===== config.mk =====
export PLATFORM = sky130hd
export DESIGN_NAME = anr_ctrl
export DESIGN_NICKNAME = d
export VERILOG_FILES = /design/src/rtl/core/auto_range_normalizer_top_defines.svh /design/src/rtl/core/anr_pkg.sv /design/src/rtl/core/anr_ctrl.sv
export SDC_FILE = /design/constraint.sdc
export NUM_CORES = 1
export LEC_CHECK = 0
export BUFFER_PORTS_ARGS = -buffer_cell sky130_fd_sc_hd__buf_2
export CAP_MARGIN = 20
export CELL_PAD_IN_SITES_DETAIL_PLACEMENT = 1
export CELL_PAD_IN_SITES_GLOBAL_PLACEMENT = 1
export CORE_AREA = 5 5 54 65
export CTS_BUF_LIST = sky130_fd_sc_hd__clkbuf_8
export DETAILED_ROUTE_END_ITERATION = 8
export DIE_AREA = 0 0 59 70
export GPL_ROUTABILITY_DRIVEN = 0
export PLACE_DENSITY = 0.9
export SLEW_MARGIN = 30
export SYNTH_ARGS = -nofsm -noshare
export SYNTH_HDL_FRONTEND = slang
export SYNTH_SLANG_ARGS = --single-unit

===== constraint.sdc =====
create_clock -name clk -period 3.4 [get_ports clk]
set_input_delay 0.51 -clock clk [delete_from_list [all_inputs] [get_ports clk]]
set_output_delay 0.51 -clock clk [all_outputs]
set_load 0.005 [all_outputs]

===== src/rtl/core/auto_range_normalizer_top_defines.svh =====
// auto_range_normalizer_top_defines.svh
// Assertion macros used at the end of the normalizer top level.
// Expects clk and rst_n in the scope where the macros are used.
`ifndef AUTO_RANGE_NORMALIZER_TOP_DEFINES_SVH
`define AUTO_RANGE_NORMALIZER_TOP_DEFINES_SVH

// Condition must hold in the same cycle as the trigger.
`define ANR_ASSERT_SAME(lbl, ante, cons, msg) \
    lbl: assert property (@(posedge clk) disable iff (!rst_n) (ante) |-> (cons)) else $error(msg);

// Condition must hold in the cycle after the trigger.
`define ANR_ASSERT_NEXT(lbl, ante, cons, msg) \
    lbl: assert property (@(posedge clk) disable iff (!rst_n) (ante) |=> (cons)) else $error(msg);

`endif


===== src/rtl/core/anr_pkg.sv =====
// anr_pkg.sv
// Shared widths, constants, register indexes and controller/datapath structs
// for the auto-ranging normalizer. No dependencies.
package anr_pkg;

    localparam int DATA_W     = 32;
    localparam int APB_W      = 32;
    localparam int CFG_ADDR_W = 5;
    localparam int FRAC_W     = 17;
    localparam int LOG_F_W    = 16;
    localparam int LOG_W      = 22;
    localparam int NUM_W      = DATA_W + 2;
    localparam int Q_W        = 23;
    localparam int CNT_W      = 4;
    localparam int FRAC_BITS  = 16;

    localparam int NORM_STEPS = 5;
    localparam int SQ_STEPS   = LOG_F_W;
    localparam int DIV_STEPS  = FRAC_W - 1;

    localparam logic signed [DATA_W-1:0] RANGE_ONE = 32'sd1 <<< FRAC_BITS;
    localparam logic signed [DATA_W-1:0] INT_MAX   = 32'sh7FFF_FFFF;
    localparam logic [FRAC_W-1:0]        FRAC_ONE  = 17'h1_0000;
    localparam logic [DATA_W-1:0]        ROUND_HALF = 32'd500;
    localparam logic [DATA_W-1:0]        THOUSAND   = 32'd1000;
    // floor(2^32 / 1000), reciprocal for the divide by one thousand
    localparam logic [Q_W-1:0]           RECIP_K    = 23'd4294967;

    typedef enum logic [2:0] {
        REG_LOG_MODE    = 3'd0,
        REG_SYMMETRIC   = 3'd1,
        REG_AUTO_ADJUST = 3'd2,
        REG_PRESET_MIN  = 3'd3,
        REG_PRESET_MAX  = 3'd4
    } anr_reg_idx_t;

    typedef enum logic [1:0] {
        LOG_OP_SAMPLE = 2'd0,
        LOG_OP_LOW    = 2'd1,
        LOG_OP_HIGH   = 2'd2
    } anr_log_op_t;

    typedef struct packed {
        logic        load_sample;
        logic        adjust;
        logic        repair;
        logic        commit;
        logic        log_load;
        logic        log_norm;
        logic        log_square;
        logic        log_store;
        logic        div_setup;
        logic        div_check;
        logic        div_step;
        logic        out_write;
        anr_log_op_t op;
        anr_log_op_t load_op;
        logic [2:0]  step;
    } anr_cmd_t;

    typedef struct packed {
        logic need_log;
        logic div_needed;
        logic out_free;
    } anr_sts_t;

endpackage


===== src/rtl/core/anr_ctrl.sv =====
// anr_ctrl.sv
// Sequencer for the normalizer: range update, log2 passes, divide, output.
// Depends on anr_pkg.
module anr_ctrl
    import anr_pkg::*;
(
    input  logic     clk,
    input  logic     rst_n,
    input  logic     in_valid,
    output logic     in_ready,
    input  anr_sts_t sts,
    output anr_cmd_t cmd
);

    typedef enum logic [11:0] {
        ST_IDLE   = 12'b0000_0000_0001,
        ST_ADJ    = 12'b0000_0000_0010,
        ST_REP1   = 12'b0000_0000_0100,
        ST_REP2   = 12'b0000_0000_1000,
        ST_LCHK   = 12'b0000_0001_0000,
        ST_LNORM  = 12'b0000_0010_0000,
        ST_LSQ    = 12'b0000_0100_0000,
        ST_LSTORE = 12'b0000_1000_0000,
        ST_DSEL   = 12'b0001_0000_0000,
        ST_DCHK   = 12'b0010_0000_0000,
        ST_DIV    = 12'b0100_0000_0000,
        ST_DONE   = 12'b1000_0000_0000
    } anr_state_t;

    anr_state_t  state_reg, state_next;
    logic [CNT_W-1:0] cnt_reg, cnt_next;
    anr_log_op_t op_reg, op_next;

    // Hold state, step counter and log operand index
    always_ff @(posedge clk or negedge rst_n)
    begin
        if (!rst_n)
        begin
            state_reg <= ST_IDLE;
            cnt_reg   <= '0;
            op_reg    <= LOG_OP_SAMPLE;
        end
        else
        begin
            state_reg <= state_next;
            cnt_reg   <= cnt_next;
            op_reg    <= op_next;
        end
    end

    // Advance through the sequence and issue datapath commands
    always_comb
    begin
        state_next  = state_reg;
        cnt_next    = cnt_reg;
        op_next     = op_reg;
        cmd         = '0;
        cmd.op      = op_reg;
        cmd.load_op = LOG_OP_SAMPLE;
        cmd.step    = cnt_reg[2:0];
        in_ready    = 1'b0;
        unique case (state_reg)
            ST_IDLE:
            begin
                in_ready = 1'b1;
                if (in_valid)
                begin
                    cmd.load_sample = 1'b1;
                    state_next      = ST_ADJ;
                end
            end
            ST_ADJ:
            begin
                cmd.adjust = 1'b1;
                state_next = ST_REP1;
            end
            ST_REP1:
            begin
                cmd.repair = 1'b1;
                state_next = ST_REP2;
            end
            ST_REP2:
            begin
                cmd.commit = 1'b1;
                state_next = ST_LCHK;
            end
            ST_LCHK:
            begin
                if (sts.need_log)
                begin
                    cmd.log_load = 1'b1;
                    op_next      = LOG_OP_SAMPLE;
                    cnt_next     = '0;
                    state_next   = ST_LNORM;
                end
                else
                begin
                    state_next = ST_DSEL;
                end
            end
            ST_LNORM:
            begin
                cmd.log_norm = 1'b1;
                if (cnt_reg == CNT_W'(NORM_STEPS - 1))
                begin
                    cnt_next   = '0;
                    state_next = ST_LSQ;
                end
                else
                begin
                    cnt_next = cnt_reg + 1'b1;
                end
            end
            ST_LSQ:
            begin
                cmd.log_square = 1'b1;
                if (cnt_reg == CNT_W'(SQ_STEPS - 1))
                begin
                    cnt_next   = '0;
                    state_next = ST_LSTORE;
                end
                else
                begin
                    cnt_next = cnt_reg + 1'b1;
                end
            end
            ST_LSTORE:
            begin
                cmd.log_store = 1'b1;
                case (op_reg)
                    LOG_OP_SAMPLE:
                    begin
                        cmd.log_load = 1'b1;
                        cmd.load_op  = LOG_OP_LOW;
                        op_next      = LOG_OP_LOW;
                        state_next   = ST_LNORM;
                    end
                    LOG_OP_LOW:
                    begin
                        cmd.log_load = 1'b1;
                        cmd.load_op  = LOG_OP_HIGH;
                        op_next      = LOG_OP_HIGH;
                        state_next   = ST_LNORM;
                    end
                    default:
                    begin
                        state_next = ST_DSEL;
                    end
                endcase
            end
            ST_DSEL:
            begin
                cmd.div_setup = 1'b1;
                state_next    = ST_DCHK;
            end
            ST_DCHK:
            begin
                cmd.div_check = 1'b1;
                cnt_next      = '0;
                state_next    = sts.div_needed ? ST_DIV : ST_DONE;
            end
            ST_DIV:
            begin
                cmd.div_step = 1'b1;
                if (cnt_reg == CNT_W'(DIV_STEPS - 1))
                begin
                    cnt_next   = '0;
                    state_next = ST_DONE;
                end
                else
                begin
                    cnt_next = cnt_reg + 1'b1;
                end
            end
            ST_DONE:
            begin
                if (sts.out_free)
                begin
                    cmd.out_write = 1'b1;
                    state_next    = ST_IDLE;
                end
            end
            default:
            begin
                state_next = ST_IDLE;
            end
        endcase
    end

endmodule


==> impl_metrics.toml, run 1 <==
[status]
outcome = "completed"

[clock_network]
cts_sinks = 18
cts_setup_buffers = 0
ctsHoldBuffers = 0
htree_num_levels = 1
insertion_delay_ns = 0.26
cts-root-buf = "clkbuf_8"
path_clk_slew_ns = 0.07
cts_resized = 0
cts_buffers = 3
cts.path.max_buffers = 2
cts_tree = "done"

[global_route]
grt_pass1_wl_um = 5420
grt_antenna_before_repair = 0
grt_max_degree = 19
grt_pass1_vias = 1123
gr-total-overflow = 0
gr-usage-all-layers_pct = 17.2

[cells_and_area]
fin_util_pct = 48.4
area_delta_synth_final_pct = 11.8
drive_gt1_share_pct = 24.2
largest_register_ff_count = 12
layout.nets = 158
fin_cells = 183
antenna_cells = 0

[critical_path]
worst_setup_path_end_kind = "output pin"
critPathMaxFanout = 10
rr_startpoint = "state_reg[1]$_DFFE_PN0P_"
critPathArrivalTime_ns = 2.19
slowest_stage = "nor4_1"
path_cells = "nor4_1 -> nand2_1 -> or3_1 -> nor3b_1 -> buf_2"
timing.rr.end = "cnt_reg[3]$_DFFE_PN0P_"
cp.required_ns = 2.89
critical_path_class = "flop to output pin"
start_kind = "flop"
r2r_setup_slack_ns = 1.12
max_stage_delay_ns = 0.51
rr_worst_depth = 5

[drt]
vias = 1082
wl_met2_um = 1690
wl_per_cell_um = 18.0
wirelength_um = 3300
m1WireLength_um = 1410
topRoutingLayerUsed = "met4"
drtIter0Drc = 29
drc = 0
avgViaCountPerCell = 5.91
ant_nets = 0
drtPass1Iterations = 4
wl_met3_um = 103

[timing]
skew_ns = 0.00200
timing.hold.ws_ns = 0.169
slew_headroom_pct = 52.2
period_needed_ns = 2.70
period_share_pct = 79.6
worst-slew-pin-transition_ns = 0.712
grt_setup_unrepaired = "no"
fmax_mhz = 370
finalSetupViolations = 0
fin_tns_setup_ns = 0
final_hold_viol_count = 0
drv_slew = 0

[pwr]
leakagePower_nw = 0.704
peakVddDrop_v = 0.000388
design_power_total_mw = 0.810
powerDensity_nw_per_um2 = 601

[placed_design]
dp_cells = 179
portBuffers = 25
dpl.hpwl_um = 2470

[die]
rows = 21
core_area_um2 = 2790
start_util_pct = 43.3
fp.dieW_um = 59
pin_count = 26
die_area_um2 = 4130
fp.dieH_um = 70

[synthesis]
post-synth-top-area-fraction_pct = 35.3
async_flop_share_pct = 100
synth-edff-count = 0
avgSynthCellArea_um2 = 9.21
synth.cell_area_um2 = 1210
syn_nets = 139
yosysWarningCount = 0
ys_types = 42
synth_ff_type = "dfrtp_1"
ys_ff_latch = 18
yosysSeqAreaShare_pct = 37.4
synth_top_area_cell = "dfrtp_1"
synth_cells = 131
synthTopCellsByArea = "dfrtp_1 35%, nor3b_1 5.0%, nor2_1 3.7%, nor3_1 3.3%, buf_4 3.1%"

[hold_path]
hold_class = "input pin to asynchronous set/reset pin"

[flow_run]
maxCapViolCount = 0
cells by family (layout without fill, tap and decap cells):
logic type / count (synthesis) / in the layout / synth area share (%)
simple gates: 69 / 69 / 36.9
compound gates: 19 / 19 / 11.1
flops: 18 / 18 / 37.4
buf+inv: 18 / 36 / 8.82
xor+xnor: 5 / 5 / 3.63
fa+ha+maj: 2 / 2 / 2.07
synth_stat cells, types with 2 or more instances:
cell	n
a21o_1	3
and2_1	3
and3_1	2
and4_1	2
buf_2	3
buf_4	5
buf_6	2
dfrtp_1	17
ha_1	2
inv_1	7
nand2_1	5
nand3_1	4
nand4_1	4
nor2_1	12
nor2b_1	2
nor3_1	8
nor3b_1	8
nor4_1	2
nor4_2	2
nor4b_1	3
o211ai_1	2
o21ai_0	6
o32ai_1	2
or3_1	3
or4_1	2
xor2_1	4
cell usage in the layout, fill, tap and decap left out, types with 3 or more instances in the layout:
cell and instances:
nand3_1 4, buf_2 25, and2_1 3, nor3b_1 8
dfrtp_1 17, nand2_1 5, nor3_1 8, nand4_1 4
nor4b_1 3, or3_1 3, xor2_1 4, inv_1 7
o21ai_0 6, clkbuf_8 4, a21o_1 3, nor2_1 12
layer usage:
metal	up-vias	global-route usage, %
met5	-	0
met3	9	2.58
met1	540	20.2
li1	514	-
met2	19	29.1
met4	0	9.07
stage by stage:
stage                     instance area [um2]  setup WS (ns)
after floorplan                          1210           1.27
after global placement                   1290           1.08
after detailed placement                 1290           1.03
after CTS                                1350          0.699
after global routing                     1350          0.536
final                                    1350          0.695
worst max-delay path, delay by kind of cell, from the launching register on:
kind | cells | cell delay (ns)
flops | 1 | 0.49
buf+inv | 1 | 0.14
simple gates | 4 | 1.31
report_power, final:
| part | internal, mW | switching (mW) |
|---|---|---|
| clock | 0.103 | 0.0819 |
| sequential | 0.260 | 0.0697 |
| combinational | 0.127 | 0.169 |
| total | 0.490 | 0.321 |
worst max path at each step:
| stage | start | endpoint | slack [ns] | cells after the start |
|---|---|---|---|---|
| 4_1_cts | state_reg[8]$_DFFE_PN0P_ | cmd[15] | 0.70 | 5 |
| 3_3_place_gp | state_reg[8]$_DFFE_PN0P_ | cmd[15] | 1.08 | 5 |
| 3_5_place_dp | state_reg[4]$_DFFE_PN0P_ | cmd[15] | 1.03 | 5 |
| 5_1_grt | state_reg[8]$_DFFE_PN0P_ | cmd[16] | 0.54 | 5 |
| 2_1_floorplan | state_reg[9]$_DFFE_PN0P_ | cmd[15] | 1.27 | 5 |
| 6_report | state_reg[8]$_DFFE_PN0P_ | cmd[16] | 0.70 | 5 |
area by class of cell:
type | instances | area [um2]
inverter | 7 | 26.3
tap | 34 | 42.5
timing repair buffer | 25 | 125
clock buffer | 4 | 55.1
fill | 347 | 1440
multi-input combinational | 95 | 648
sequential | 18 | 452
No activity file was read; power rests on OpenSTA's default activity.
==> run 2: changes to the inputs <==
- ABC_AREA: not set -> 1
- CORE_AREA: 5 5 54 65 -> 5 5 61 74
- DIE_AREA: 0 0 59 70 -> 0 0 66 79
- PLACE_DENSITY: 0.9 -> 0.83
- clock period: 3.4 -> 2.4 ns (I/O delays scaled with it)
==> run 2 against run 1 <==
  * Wire length decreased by 0.94%
  * Sequential share of layout area decreased by 4.0 points
  * Combinational power increased by 89%
  * Area after synthesis increased by 9.9%
  * Non-clock buffer count unchanged
  * Synthesized cell count increased by 38%
  * Largest power group is now combinational cells
  * Count of clock-buffer cells in the layout decreased by 1
  * Critical endpoint is now cmd[3]
==> impl_metrics.toml, run 2 <==
[cells_and_area]
layout.nets = 215
largest_register_ff_count = 12
fin_util_pct = 40.5
area_delta_synth_final_pct = 15.7
antenna_cells = 0
mostFrequentLayoutCell = "inv_1"
drive_gt1_share_pct = 30.1
layout_common_cells = "38 x inv_1, 37 x nand2_1, 25 x buf_2"

[die]
die_area_um2 = 5210
start_util_pct = 35.0
rows = 25
fp.dieW_um = 66
core_area_um2 = 3780
pin_count = 26
fp.dieH_um = 79

[timing]
finalSetupViolations = 0
postLayoutSetupSlackWorst_ns = 0.460
drv_slew = 0
fin_tns_setup_ns = 0
worst-slew-pin-transition_ns = 0.435
grt_setup_unrepaired = "no"
fmax_mhz = 516
period_share_pct = 80.8
skew_ns = 0.00325
period_needed_ns = 1.94
slew_headroom_pct = 71.0
final_hold_viol_count = 0

[critical_path]
start_kind = "flop"
cp.required_ns = 2.04
critical_path_class = "flop to output pin"
r2r_setup_slack_ns = 0.82
slowest_stage = "dfrtp_1"
rr_startpoint = "state_reg[0]$_DFFE_PN1P_"
max_stage_delay_ns = 0.40
critPathBufInv = 2
cpLargestDelayFamily = "simple AND/OR/NAND/NOR gates"
critPathArrivalTime_ns = 1.58
path_cells = "nor2_2 -> nand2_4 -> nor2_8 -> nand2_2 -> clkinv_2 -> nand2_4 -> nor2_1 -> buf_2"
rr_worst_depth = 9
timing.rr.end = "state_reg[0]$_DFFE_PN1P_"
worst_setup_path_end_kind = "output pin"
path_common_cell = "nand2_4"
critPathMaxFanout = 6

[clock_network]
htree_num_levels = 1
path_clk_slew_ns = 0.07
cts_tree = "done"
cts_setup_buffers = 0
cts_sinks = 18
insertion_delay_ns = 0.26
cts_buffers = 3
cts-root-buf = "clkbuf_8"
cts_resized = 0
ctsHoldBuffers = 0
cts.path.max_buffers = 2

[placed_design]
dpl_worst_slack_ns = 0.716
portBuffers = 25
dpl.hpwl_um = 2720

[global_route]
gr-total-overflow = 0
grt_pass1_wl_um = 5790
grt_pass1_vias = 1321
grt_antenna_before_repair = 0
grt_max_degree = 19
gr-usage-all-layers_pct = 14.2

[pwr]
power_frac_comb_pct = 46.4
switching_share_pct = 43.7
p_seq_share_pct = 35.4
peakVddDrop_v = 0.000413
internal_power_mw = 0.677
clkPwrFrac_pct = 18.2
powerDensity_nw_per_um2 = 785
design_power_total_mw = 1.20
p_sw_mw = 0.526
leakagePower_nw = 0.974

[drt]
drtPass1Iterations = 4
wirelength_um = 3270
vias = 1207
avgViaCountPerCell = 4.64
wl_per_cell_um = 12.6
ant_nets = 0
drtIter0Drc = 19
drc = 0

[flow_run]
maxCapViolCount = 0

[synthesis]
post-synth-top-area-fraction_pct = 32.1
syn_nets = 189
synth-edff-count = 0
avgSynthCellArea_um2 = 7.32
synth_ff_type = "dfrtp_1"
yosysWarningCount = 0
synth_common_cells = "37 x inv_1, 37 x nand2_1, 17 x dfrtp_1"
ys_types = 27
yosysSeqAreaShare_pct = 34.1
synthTopCellsByArea = "dfrtp_1 32%, inv_1 10%, nand2_1 10%, nand2_4 4.2%, nor2_1 4.0%"
synth.cell_area_um2 = 1330
synth_cells = 181
ys_ff_latch = 18
async_flop_share_pct = 100
synth_top_area_cell = "dfrtp_1"

[hold_path]
hold_class = "input pin to asynchronous set/reset pin"

[status]
outcome = "completed"
## run 2: area by class of cell
cell class | count | area (um2)
Clock buffer | 3 | 41.3
Clock inverter | 1 | 3.75
Fill cell | 514 | 2250
Inverter | 39 | 148
Multi-Input combinational cell | 120 | 696
Sequential cell | 18 | 452
Tap cell | 54 | 67.6
Timing Repair Buffer | 25 | 125
## run 2: worst reg2reg max path, cell delays in order (launching register included)
cell     delay, ns
dfstp_2       0.55
nand2_1       0.06
nor3_1        0.26
nand2_2       0.17
o21ai_2       0.16
inv_1         0.06
nand2_2       0.10
nand2_1       0.06
nand2_1       0.06
inv_1         0.04
## run 2: stage by stage
stage               cells  area [um2]  hold slack [ns]
floorplan             181        1330           0.0644
global placement      256        1490            0.321
detailed placement    256        1490            0.323
CTS                   260        1530           0.0420
global route          260        1530           0.0543
finish                260        1530           0.0341
## run 2: cells by family after synthesis
kind of cell	count (synthesis)	share of synthesized area, %
compound gates	17	8.03
xor+xnor	1	0.661
fa+ha+maj	2	1.89
buf+inv	43	13.4
flops	18	34.1
simple gates	100	41.9
## run 2: worst max-delay path by stage
stage                              start      to  slack, ns  depth (start not counted)
2_1_floorplan   state_reg[8]$_DFFE_PN0P_  cmd[4]       0.85                          8
3_3_place_gp   state_reg[11]$_DFFE_PN0P_  cmd[3]       0.78                          8
3_5_place_dp   state_reg[11]$_DFFE_PN0P_  cmd[3]       0.72                          8
4_1_cts        state_reg[11]$_DFFE_PN0P_  cmd[3]       0.43                          8
5_1_grt         state_reg[4]$_DFFE_PN0P_  cmd[3]       0.33                          8
6_report       state_reg[11]$_DFFE_PN0P_  cmd[3]       0.46                          8
## run 2: power by group through the flow
stage | Combinational (mW) | Clock (mW) | Sequential (mW)
final | 0.558 | 0.219 | 0.425
after global routing | 0.633 | 0.243 | 0.437
after CTS | 0.567 | 0.227 | 0.426
after detailed placement | 0.559 | 0 | 0.432
after global placement | 0.545 | 0 | 0.427
after floorplan | 0.424 | 0 | 0.421
## run 2: per-layer routing
layer / vias up / wire length [um] / track usage (%)
met5: - / 0 / 0
met4: 0 / 52 / 5.49
met3: 6 / 86 / 1.98
met2: 23 / 1750 / 26.4
met1: 570 / 1390 / 16.0
li1: 608 / - / -
==> run 3: changes to the inputs <==
- clock period: 2.4 -> 1.7 ns (I/O delays scaled with it)
==> run 3 against run 2 <==
  * The flow now finishes with violations (negative setup slack)
  * Register-to-register slack lost 0.89 ns
  * Clock skew grew 0.0028 ns
  * Non-clock buffer count up 25
  * Wire length up 34%
  * Combinational power rose by 110%
  * Die area unchanged
  * Global-route usage increased by 1.3 points
  * First-iteration DRC count is 68% higher
  * Setup slack worse by 0.57 ns
  * Worst hold slack improved by 0.19 ns
  * Final area up 23%
==> impl_metrics.toml, run 3 (synthesis gave the netlist of run 2 again) <==
[status]
outcome = "finished, violations left"
violations = "negative setup slack"

[timing]
finalSetupViolations = 11
period_needed_ns = 1.81
fmax_mhz = 552
drv_slew = 0
slew_headroom_pct = 69.0
worst-slew-pin-transition_ns = 0.465
skew_ns = 0.00608
postLayoutSetupSlackWorst_ns = -0.110
period_share_pct = 106
grt_setup_unrepaired = "yes"
fin_tns_setup_ns = -0.694
final_hold_viol_count = 0

[clock_network]
cts.path.max_buffers = 2
htree_num_levels = 1
cts-root-buf = "clkbuf_8"
cts_tree = "done"
path_clk_slew_ns = 0.08
cts_sinks = 18
insertion_delay_ns = 0.27
cts_buffers = 3

[critical_path]
critPathMaxFanout = 4
critical_path_class = "flop to output pin"
max_stage_delay_ns = 0.44
slowest_stage = "dfrtp_2"
cp.required_ns = 1.44
critPathArrivalTime_ns = 1.56
path_cells = "inv_1 -> nand2_1 -> nor2_2 -> nand2_1 -> inv_1 -> buf_2"
cp-startpoint = "state_reg[6]$_DFFE_PN0P_"
worst_setup_path_end_kind = "output pin"
critPathBufInv = 3
rr_startpoint = "state_reg[10]$_DFFE_PN0P_"
start_kind = "flop"
cpLargestDelayFamily = "simple AND/OR/NAND/NOR gates"

[cells_and_area]
fin_area_um2 = 1880
antenna_cells = 0
layout_common_cells = "31 x inv_1, 31 x nand2_1, 24 x buf_4"
largest_register_ff_count = 12
layout.nets = 240
drive_gt1_share_pct = 48.5
area_delta_synth_final_pct = 41.7

[global_route]
gr-usage-all-layers_pct = 15.5
grt_antenna_before_repair = 0
grt_pass1_vias = 1383
gr-total-overflow = 0
grt_pass1_wl_um = 6310
grt_max_degree = 19

[placed_design]
dpl_cell_area_um2 = 1490
portBuffers = 25
dpl_worst_slack_ns = 0.115
dpl.hpwl_um = 2820

[pwr]
p_seq_share_pct = 27.9
peakVddDrop_v = 0.000556
power_frac_comb_pct = 54.6
internal_power_mw = 1.20
switching_share_pct = 43.9
powerDensity_nw_per_um2 = 1140
clkPwrFrac_pct = 17.5
p_sw_mw = 0.943
design_power_total_mw = 2.15
leakagePower_nw = 1.15

[drt]
wl_per_cell_um = 15.3
avgViaCountPerCell = 4.87
wirelength_um = 4370
drtIter0Drc = 32
drc = 0
vias = 1389
drtPass1Iterations = 2
ant_nets = 0

[die]
die_area_um2 = 5210
pin_count = 26
start_util_pct = 35.0
core_area_um2 = 3780
fp.dieW_um = 66
fp.dieH_um = 79
rows = 25

[hold_path]
hold_class = "input pin to flop"
holdCritStartpoint = "sts[1]"

[flow_run]
maxCapViolCount = 0
-- run 3: power groups by stage --
stage | Combinational [mW] | Sequential (mW) | Clock (mW)
detailed placement | 0.793 | 0.610 | 0
finish | 1.17 | 0.598 | 0.375
floorplan | 0.599 | 0.594 | 0
global route | 1.28 | 0.613 | 0.401
global placement | 0.768 | 0.605 | 0
CTS | 0.958 | 0.598 | 0.372
-- run 3: per-layer routing --
metal / GRT usage, % / part of all wire (%) / vias to the layer above
met5: 0 / 0 / -
met4: 4.88 / 2.1 / 0
met3: 2.12 / 3.0 / 9
met2: 28.5 / 54 / 28
met1: 18.4 / 41 / 698
li1: - / - / 654
-- run 3: worst paths after layout --
path                                        endpoint  slack, ns  cells after the start
max                                          cmd[13]      -0.11                      6
min                        state_reg[10]$_DFFE_PN0P_       0.23                      3
max reg2reg                 state_reg[0]$_DFFE_PN1P_      -0.07                     12
min reg2reg                    op_reg[0]$_DFFE_PN0P_       0.56                      2
max in group asynchronous   state_reg[3]$_DFFE_PN0P_       0.88                      2
min in group asynchronous   state_reg[2]$_DFFE_PN0P_       0.47                      2
-- run 3: metrics by stage --
| stage | utilization [%] | std cells | hold slack, ns |
|---|---|---|---|
| detailed placement | 39.3 | 256 | 0.225 |
| global route | 49.6 | 285 | 0.270 |
| CTS | 43.9 | 271 | 0.233 |
| global placement | 39.3 | 256 | 0.213 |
| floorplan | - | 181 | -0.0406 |
| finish | 49.6 | 285 | 0.227 |
-- run 3: worst register-to-register path, stage by stage, from the launching register on --
cell and delay [ns]:
dfrtp_1 0.42, nor2_2 0.17, nand2_4 0.11, nor2_8 0.18, buf_4 0.13, buf_4 0.12, nand3_4 0.11, nand3_4 0.14
nand2_4 0.08, nand2_4 0.08, nand2_1 0.07, nand2_1 0.08, inv_1 0.04
-- run 3: final cells by class --
cell class | instances | area (um2)
Inverter | 39 | 151
Multi-Input combinational cell | 120 | 821
Clock buffer | 4 | 55.1
Tap cell | 54 | 67.6
Timing Repair Buffer | 50 | 328
Fill cell | 476 | 1910
Sequential cell | 18 | 455
-- run 3: repair_timing --
action,4_1_cts,5_1_grt
cloned,0,0
hold buffers,1,0
setup endpoints to repair,7,22
setup buffers,10,14
gates resized for setup,9,32
pin swaps,5,11
endpoints found under the hold margin,17,0
